--- src/fbpa_pkg.sv ---
package fbpa_pkg;

  localparam int DEF_CAPACITY = 1024;
  localparam int AW           = 32;
  localparam int SIZE_REQ_W   = 16;
  localparam int SZW          = 17;
  localparam int TIER_W       = 2;
  localparam int CNT_W        = 11;
  localparam int IDX_OUT_W    = 10;
  localparam int CTR_W        = 32;
  localparam int CFG_IDX_W    = 3;
  localparam int CFG_DATA_W   = 32;
  localparam int MIN_SIZE     = 8;
  localparam int AUTO_MIN     = 32;

  localparam logic [AW-1:0]         RST_POOL_BASE = AW'(65536);
  localparam logic [SIZE_REQ_W-1:0] RST_SIZE_REQ  = SIZE_REQ_W'(64);
  localparam logic [TIER_W-1:0]     RST_TIER      = '0;
  localparam logic [CNT_W-1:0]      RST_INIT_BLKS = CNT_W'(256);

  typedef enum logic [1:0] {
    CMD_ALLOC = 2'd0,
    CMD_FREE  = 2'd1,
    CMD_GROW  = 2'd2,
    CMD_CLEAR = 2'd3
  } cmd_t;

  typedef enum logic [2:0] {
    RS_OK           = 3'd0,
    RS_EXHAUSTED    = 3'd1,
    RS_BAD_ADDRESS  = 3'd2,
    RS_NOT_ALLOC    = 3'd3,
    RS_GROW_REFUSED = 3'd4
  } res_status_t;

  typedef enum logic [2:0] {
    CFG_POOL_BASE  = 3'd0,
    CFG_SIZE_REQ   = 3'd1,
    CFG_TIER       = 3'd2,
    CFG_INIT_BLKS  = 3'd3,
    CFG_ALLOW_GROW = 3'd4
  } cfg_idx_t;

  typedef enum logic [3:0] {
    S_INIT,
    S_IDLE,
    S_DECODE,
    S_CLEAR,
    S_GROW,
    S_POP_RD,
    S_POP_MUL,
    S_POP_FIN,
    S_FREE_MUL,
    S_FREE_CHK,
    S_DIV,
    S_BIT_RD,
    S_BIT_CHK,
    S_DONE
  } state_t;

  typedef struct packed {
    logic        take;
    logic        sweep_step;
    logic        clear_done;
    logic        grow_start;
    logic        grow_step;
    logic        pop_read;
    logic        pop_mul;
    logic        pop_commit;
    logic        fail_count;
    logic        free_prep;
    logic        div_start;
    logic        div_step;
    logic        bit_read;
    logic        free_commit;
    logic        res_set;
    res_status_t res_code;
    logic        result_load;
  } fbpa_ctl_t;

  typedef struct packed {
    cmd_t cmd;
    logic stack_empty;
    logic grow_allowed;
    logic grow_fits;
    logic grow_zero;
    logic sweep_last;
    logic grow_last;
    logic div_last;
    logic free_bad;
    logic rem_nonzero;
    logic bit_set;
    logic out_busy;
  } fbpa_sts_t;

  function automatic logic [SZW-1:0] eff_size(logic [SIZE_REQ_W-1:0] req,
                                               logic [TIER_W-1:0] tier);
    logic [SZW-1:0] s;
    logic [SZW-1:0] am;
    s = (req < SIZE_REQ_W'(MIN_SIZE)) ? SZW'(MIN_SIZE) : SZW'(req);
    case (tier)
      2'd0:    am = SZW'(31);
      2'd1:    am = SZW'(15);
      2'd2:    am = SZW'(7);
      default: am = SZW'(3);
    endcase
    return (s + am) & ~am;
  endfunction

endpackage

--- src/fbpa_ctrl.sv ---
module fbpa_ctrl import fbpa_pkg::*; (
  input  logic      clk,
  input  logic      rst_n,
  input  logic      in_valid,
  output logic      in_ready,
  input  fbpa_sts_t sts,
  output fbpa_ctl_t ctl
);

  state_t state_r, state_nxt;

  always_ff @(posedge clk) begin
    if (!rst_n) begin
      state_r <= S_INIT;
    end else begin
      state_r <= state_nxt;
    end
  end

  always_comb begin
    state_nxt = state_r;
    case (state_r)
      S_INIT: begin
        if (sts.sweep_last) state_nxt = S_IDLE;
      end
      S_IDLE: begin
        if (in_valid) state_nxt = S_DECODE;
      end
      S_DECODE: begin
        case (sts.cmd)
          CMD_ALLOC: begin
            if (!sts.stack_empty) state_nxt = S_POP_RD;
            else if (sts.grow_allowed && sts.grow_fits) state_nxt = S_GROW;
            else state_nxt = S_DONE;
          end
          CMD_FREE: state_nxt = S_FREE_MUL;
          CMD_GROW: begin
            if (sts.grow_allowed && sts.grow_fits && !sts.grow_zero) state_nxt = S_GROW;
            else state_nxt = S_DONE;
          end
          default: state_nxt = S_CLEAR;
        endcase
      end
      S_GROW: begin
        if (sts.grow_last) state_nxt = (sts.cmd == CMD_ALLOC) ? S_POP_RD : S_DONE;
      end
      S_CLEAR: begin
        if (sts.sweep_last) state_nxt = S_DONE;
      end
      S_POP_RD:   state_nxt = S_POP_MUL;
      S_POP_MUL:  state_nxt = S_POP_FIN;
      S_POP_FIN:  state_nxt = S_DONE;
      S_FREE_MUL: state_nxt = S_FREE_CHK;
      S_FREE_CHK: state_nxt = sts.free_bad ? S_DONE : S_DIV;
      S_DIV: begin
        if (sts.div_last) state_nxt = S_BIT_RD;
      end
      S_BIT_RD:   state_nxt = sts.rem_nonzero ? S_DONE : S_BIT_CHK;
      S_BIT_CHK:  state_nxt = S_DONE;
      S_DONE: begin
        if (!sts.out_busy) state_nxt = S_IDLE;
      end
      default: state_nxt = S_INIT;
    endcase
  end

  always_comb begin
    ctl          = '0;
    ctl.res_code = RS_OK;
    in_ready     = 1'b0;
    case (state_r)
      S_INIT: ctl.sweep_step = 1'b1;
      S_IDLE: begin
        in_ready = 1'b1;
        ctl.take = in_valid;
      end
      S_DECODE: begin
        case (sts.cmd)
          CMD_ALLOC: begin
            if (sts.stack_empty) begin
              if (sts.grow_allowed && sts.grow_fits) begin
                ctl.grow_start = 1'b1;
              end else begin
                ctl.fail_count = 1'b1;
                ctl.res_set    = 1'b1;
                ctl.res_code   = RS_EXHAUSTED;
              end
            end
          end
          CMD_GROW: begin
            if (sts.grow_allowed && sts.grow_fits) begin
              if (sts.grow_zero) ctl.res_set = 1'b1;
              else ctl.grow_start = 1'b1;
            end else begin
              ctl.res_set  = 1'b1;
              ctl.res_code = RS_GROW_REFUSED;
            end
          end
          default: ;
        endcase
      end
      S_GROW: begin
        ctl.grow_step = 1'b1;
        if (sts.grow_last && sts.cmd != CMD_ALLOC) ctl.res_set = 1'b1;
      end
      S_CLEAR: begin
        ctl.sweep_step = 1'b1;
        if (sts.sweep_last) begin
          ctl.clear_done = 1'b1;
          ctl.res_set    = 1'b1;
        end
      end
      S_POP_RD:  ctl.pop_read = 1'b1;
      S_POP_MUL: ctl.pop_mul = 1'b1;
      S_POP_FIN: begin
        ctl.pop_commit = 1'b1;
        ctl.res_set    = 1'b1;
      end
      S_FREE_MUL: ctl.free_prep = 1'b1;
      S_FREE_CHK: begin
        if (sts.free_bad) begin
          ctl.res_set  = 1'b1;
          ctl.res_code = RS_BAD_ADDRESS;
        end else begin
          ctl.div_start = 1'b1;
        end
      end
      S_DIV: ctl.div_step = 1'b1;
      S_BIT_RD: begin
        if (sts.rem_nonzero) begin
          ctl.res_set  = 1'b1;
          ctl.res_code = RS_BAD_ADDRESS;
        end else begin
          ctl.bit_read = 1'b1;
        end
      end
      S_BIT_CHK: begin
        ctl.res_set = 1'b1;
        if (sts.bit_set) ctl.free_commit = 1'b1;
        else ctl.res_code = RS_NOT_ALLOC;
      end
      S_DONE: ctl.result_load = !sts.out_busy;
      default: ;
    endcase
  end

endmodule

--- config.mk ---
export PLATFORM = sky130hd
export DESIGN_NAME = fbpa_ctrl
export DESIGN_NICKNAME = d
export VERILOG_FILES = /design/src/fbpa_pkg.sv /design/src/fbpa_ctrl.sv
export SDC_FILE = /design/constraint.sdc
export NUM_CORES = 1
export LEC_CHECK = 0
export BUFFER_PORTS_ARGS = -buffer_cell sky130_fd_sc_hd__buf_2
export CAP_MARGIN = 20
export CELL_PAD_IN_SITES_DETAIL_PLACEMENT = 1
export CELL_PAD_IN_SITES_GLOBAL_PLACEMENT = 2
export CORE_ASPECT_RATIO = 0.5
export CORE_UTILIZATION = 24
export CTS_CLUSTER_DIAMETER = 150
export CTS_CLUSTER_SIZE = 14
export DETAILED_ROUTE_END_ITERATION = 16
export PLACE_DENSITY_LB_ADDON = 0.1
export SYNTH_ARGS = -nofsm -noshare
export SYNTH_HDL_FRONTEND = slang
export SYNTH_SLANG_ARGS = --single-unit
--- constraint.sdc ---
create_clock -name clk -period 4.2 [get_ports clk]
set_clock_uncertainty 0.2 [all_clocks]
set_input_delay 0.42 -clock clk [delete_from_list [all_inputs] [get_ports clk]]
set_output_delay 0.42 -clock clk [all_outputs]
set_load 0.01 [all_outputs]
======== Word-level counts from Yosys, hierarchy flattened ========
Cells that the tools add are included.
word-level totals
  bits in registers ....................... 4
  latch bits .............................. 0
  RAM bits ................................ 0
  bits in read-only memories .............. 0
  input bits .............................. 16
  memories kept ........................... 0
cells by class
  $add $sub $neg .......................... 0
  multiply operators ...................... 0
  div/mod/pow operators ................... 0
  order comparisons ....................... 0
  eq/ne operators ......................... 21
  shift-type cells ........................ 0
  muxes and demuxes ....................... 54
  bitwise logic cells ..................... 0
  reductions and logical operators ........ 11
operators by type and width
  operator                                        number
  two-way mux 4 bit                               14
  one-hot mux 4 bit (13 select lines)             1
  two-way mux 1 bit                               31
  == test 4 bit (second input constant)           6
  == test 4 x 3 -> 1 bit (second input constant)  4
  inequality test 2 bit (second input constant)   6
  one-hot mux 3 bit (4 select lines)              1
  one-hot mux 4 bit (3 select lines)              1
  == test 4 x 2 -> 1 bit (second input constant)  2
  one-hot mux 4 bit (2 select lines)              1
  two-way mux 3 bit                               2
  one-hot mux 1 bit (6 select lines)              1
  AND reduction 6 bit                             1
  == test 4 x 1 -> 1 bit (second input constant)  1
  logical NOT 4 bit                               1
  OR reduction 2 bit                              2
  logical AND 1 bit                               3
  == test 2 x 1 -> 1 bit (second input constant)  1
  == test 2 bit (second input constant)           1
  logical NOT 1 bit                               2
  logical NOT 2 bit                               1
  two-way mux 2 bit                               1
  one-hot mux 1 bit (2 select lines)              1
  nonzero test 2 bit                              1

======== Logic depth before layout (Yosys ltp) ========
  depth in word-level cells ............... 5
  mapped depth ............................ 6
  depth with buffers taken out ............ 4

======== Worst setup path after synthesis ========
No wires, ideal clock.
  path kind ............................... register -> output
  start point ............................. register state_r[1]
  end point ............................... output port ctl[4] in the netlist's numbering
  arrival time ............................ 1.527 ns
  required time ........................... 3.580 ns
  slack ................................... 2.053 ns
  stages on the path, launching flop included .. 7
  buffers on the path ..................... 2
  path through ............................ dfxtp_1 > buf_2 > buf_2 > nor4b_1 > nand3b_1 > o2111a_1 > o21ai_1
RTL lines
  element                 line             source
  start, declared         fbpa_ctrl.sv:10  state_t state_r, state_nxt;
  start signal, assigned  fbpa_ctrl.sv:16  state_r <= state_nxt;
  end, declared           fbpa_ctrl.sv:7   output fbpa_ctl_t ctl

==> impl_metrics.tcl <==
set metrics [dict create \
    outcome "complete, no violations" \
    final_util_pct 34.0 \
    syn_to_final_growth_pct 29.9 \
    largest_register "state_r" \
    synth-seq-area-share_pct 11.3 \
    synth_area_um2 707 \
    pre_cts_ws_ns 1.72 \
    crit_chain "nand2b_1 > or4_1 > nor3_1 > buf_2" \
    setup_violations 0 \
    r2r_end "state_r[2]" \
    grt_first_pass_wirelength_um 4060 \
    start_util_pct 26.2 \
    endpoint "ctl[15]" \
    root_buffer "clkbuf_8" \
    cts_buffers 3 \
    max_freq_mhz 371 \
    critPathKind "flip-flop to output port" \
    ant_nets 0 \
    ys_seq_elements 4 \
    slew-limit-headroom_pct 36.2 \
    viasPerCell 5.37 \
    wirelength_um 2690 \
    synth_warnings 0 \
    clkSlewWorstSetupHoldPaths_ns 0.03 \
    io_buffers 35 \
    tns_ns 0 \
    antenna_found_initial 0 \
    placed_cells 168 \
    vias 918 \
    nets 152 \
    postSynth.asyncResetShare_pct 0 \
    grt_pass1_vias 845 \
    grt.overflow.total 0 \
    fin_crit_ns 2.70 \
    fill_cells 370 \
    powerDensity_nw_per_um2 619 \
    crit_arrival_ns 2.08 \
    tightest_slew_ns 0.956 \
    stdcell_count 171 \
    synthDistinctLibCells 48 \
    max_cap_violations 0 \
    htreeDepth 1 \
    ctsHoldBuffers 0 \
    slew_viol_final 0 \
    cpPeakStageDelay_ns 0.73 \
    crit_family "simple AND/OR/NAND/NOR gates" \
    die_area_um2 3180 \
    avgRoutedWirePerCell_um 15.7 \
    cp.depth 4 \
    dieWidth_um 78.8 \
    cts_post_setup_buffers_inserted 0 \
    syn_inst 106 \
    largest_register_ffs 4 \
    top_regs "state_r (4)" \
    required_ns 3.58 \
    rsz0062_at_grt "no" \
    cts_tree "done" \
    drive_gt1_share_pct 31.3 \
    coreArea_um2 2700 \
    diodes 0 \
    rrSetupSlack_ns 1.76 \
    drt-pass1-iter-count 4 \
    fin_ws_ns 1.50 \
    dp_hpwl_um 1910 \
    min_path_type "primary input to flip-flop" \
    synth-main-ff-cell "dfxtp_1" \
    avgSynthCellArea_um2 6.67 \
    routabilityCongestion 0.747 \
    leakagePower_uw 0.000395 \
    startpoint "state_r[1]" \
    end_kind "output port" \
    grt_max_degree 30 \
    ir_worst_vdd_mv 0.258 \
    dieHeight_um 40.4 \
    startpoint_type "flip-flop" \
    timing.rr.start "state_r[0]" \
    total_power_uw 569 \
    crit_buf_inv 1 \
    clk_latency_ns 0.22 \
    cpMaxStageDelayCell "dfxtp_1" \
    final_hold_viol_count 0 \
    drc 0 \
    num_rows 13 \
    rr_worst_depth 4 \
    io_pins 36 \
    grt_use_total_pct 17.1 \
    clock-sinks 4 \
    drtIter0Drc 36 \
    cp_max_fo 19 \
    synth_nets 122 \
    synth-edff-count 0 \
    clockBufferDepth 2 \
    period_share_pct 64.2 \
    cts-resized-gates 0 \
]
==> worst register-to-register path: cells and delay by family, from the launching register on <==
kind               cells  cell delay (ns)
AOI/OAI and AO/OA      2             0.62
DFF                    1             0.94
and+or+nand+nor        2             0.57
==> through the flow <==
step	area, um2	hold WS [ns]
floorplan	707	0.351
global placement	877	0.519
detailed placement	877	0.522
CTS	918	0.289
global route	918	0.303
finish	918	0.298
==> area by class of cell <==
type	instances	area, um2	area share [%]
multi-input cells	88	561	61.0
repair buffers	35	175	19.1
inverters	4	15.0	1.63
clock buffers	3	41.3	4.50
flip-flops and latches	4	80.1	8.72
well taps	37	46.3	5.04
==> cell families (layout without fill, tap and decap cells) <==
logic type             count (synthesis)  count (layout)  synth area share (%)
AO/OA/AOI/OAI                         29              29                  30.4
multiplexers                           2               2                  3.01
XOR/XNOR                               1               1                  1.24
flip-flops                             4               4                  11.3
AND/OR/NAND/NOR                       56              56                  44.6
buffers and inverters                 14              42                  9.38
==> synthesized netlist by cell type (all sizes together) (3+ instances only) <==
master	n	area, um2
nor3	15	75.1
dfxtp	4	80.1
nand2b	3	18.8
o21ai	5	25.0
nor2	7	26.3
buf	7	40.0
nand2	9	33.8
a22oi	3	22.5
inv	4	15.0
clkbuf	3	11.3
==> layer usage <==
layer  wire, um  vias to the layer above  GRT usage (%)  share of wire (%)
met3         64                        0           1.82                2.4
met5          0                        -              0                  0
met4          0                        0           5.56                  0
met2       1060                       17           26.5                 39
met1       1570                      430           24.6                 58
li1           -                      471              -                  -
==> cell usage in the layout, fill, tap and decap left out, types with 2 or more instances in the layout <==
cell type  synthesis  layout
o31ai_1            2       2
buf_2              5      35
o21ai_0            4       4
o21a_1             2       2
nor4_1             2       2
a22oi_1            3       3
and3_1             2       2
nand3b_1           2       2
dfxtp_1            4       4
nor3_1            15      15
nand4_1            2       2
nand2_1            9       9
clkbuf_8           0       3
nor4b_1            2       2
nand3_1            2       2
a21oi_1            2       2
nor2b_1            2       2
inv_1              3       3
nor2_1             7       7
nand2b_1           3       3
o22ai_1            2       2
nor3b_1            2       2
==> report_power, final <==
group | internal, uW | total (uW) | switching, uW
logic | 154 | 331 | 178
clock network | 61.1 | 81.3 | 20.2
registers | 55.2 | 156 | 101
total | 270 | 569 | 299
==> how the worst min path moves through the flow <==
stage	startpoint	to	slack, ns	depth (start not counted)
after floorplan	rst_n	state_r[2]	0.35	1
after global placement	rst_n	state_r[2]	0.52	2
after detailed placement	rst_n	state_r[2]	0.52	2
after CTS	rst_n	state_r[2]	0.29	2
after global routing	rst_n	state_r[2]	0.30	2
final	rst_n	state_r[2]	0.30	2
(Power assumes the default switching activity.)
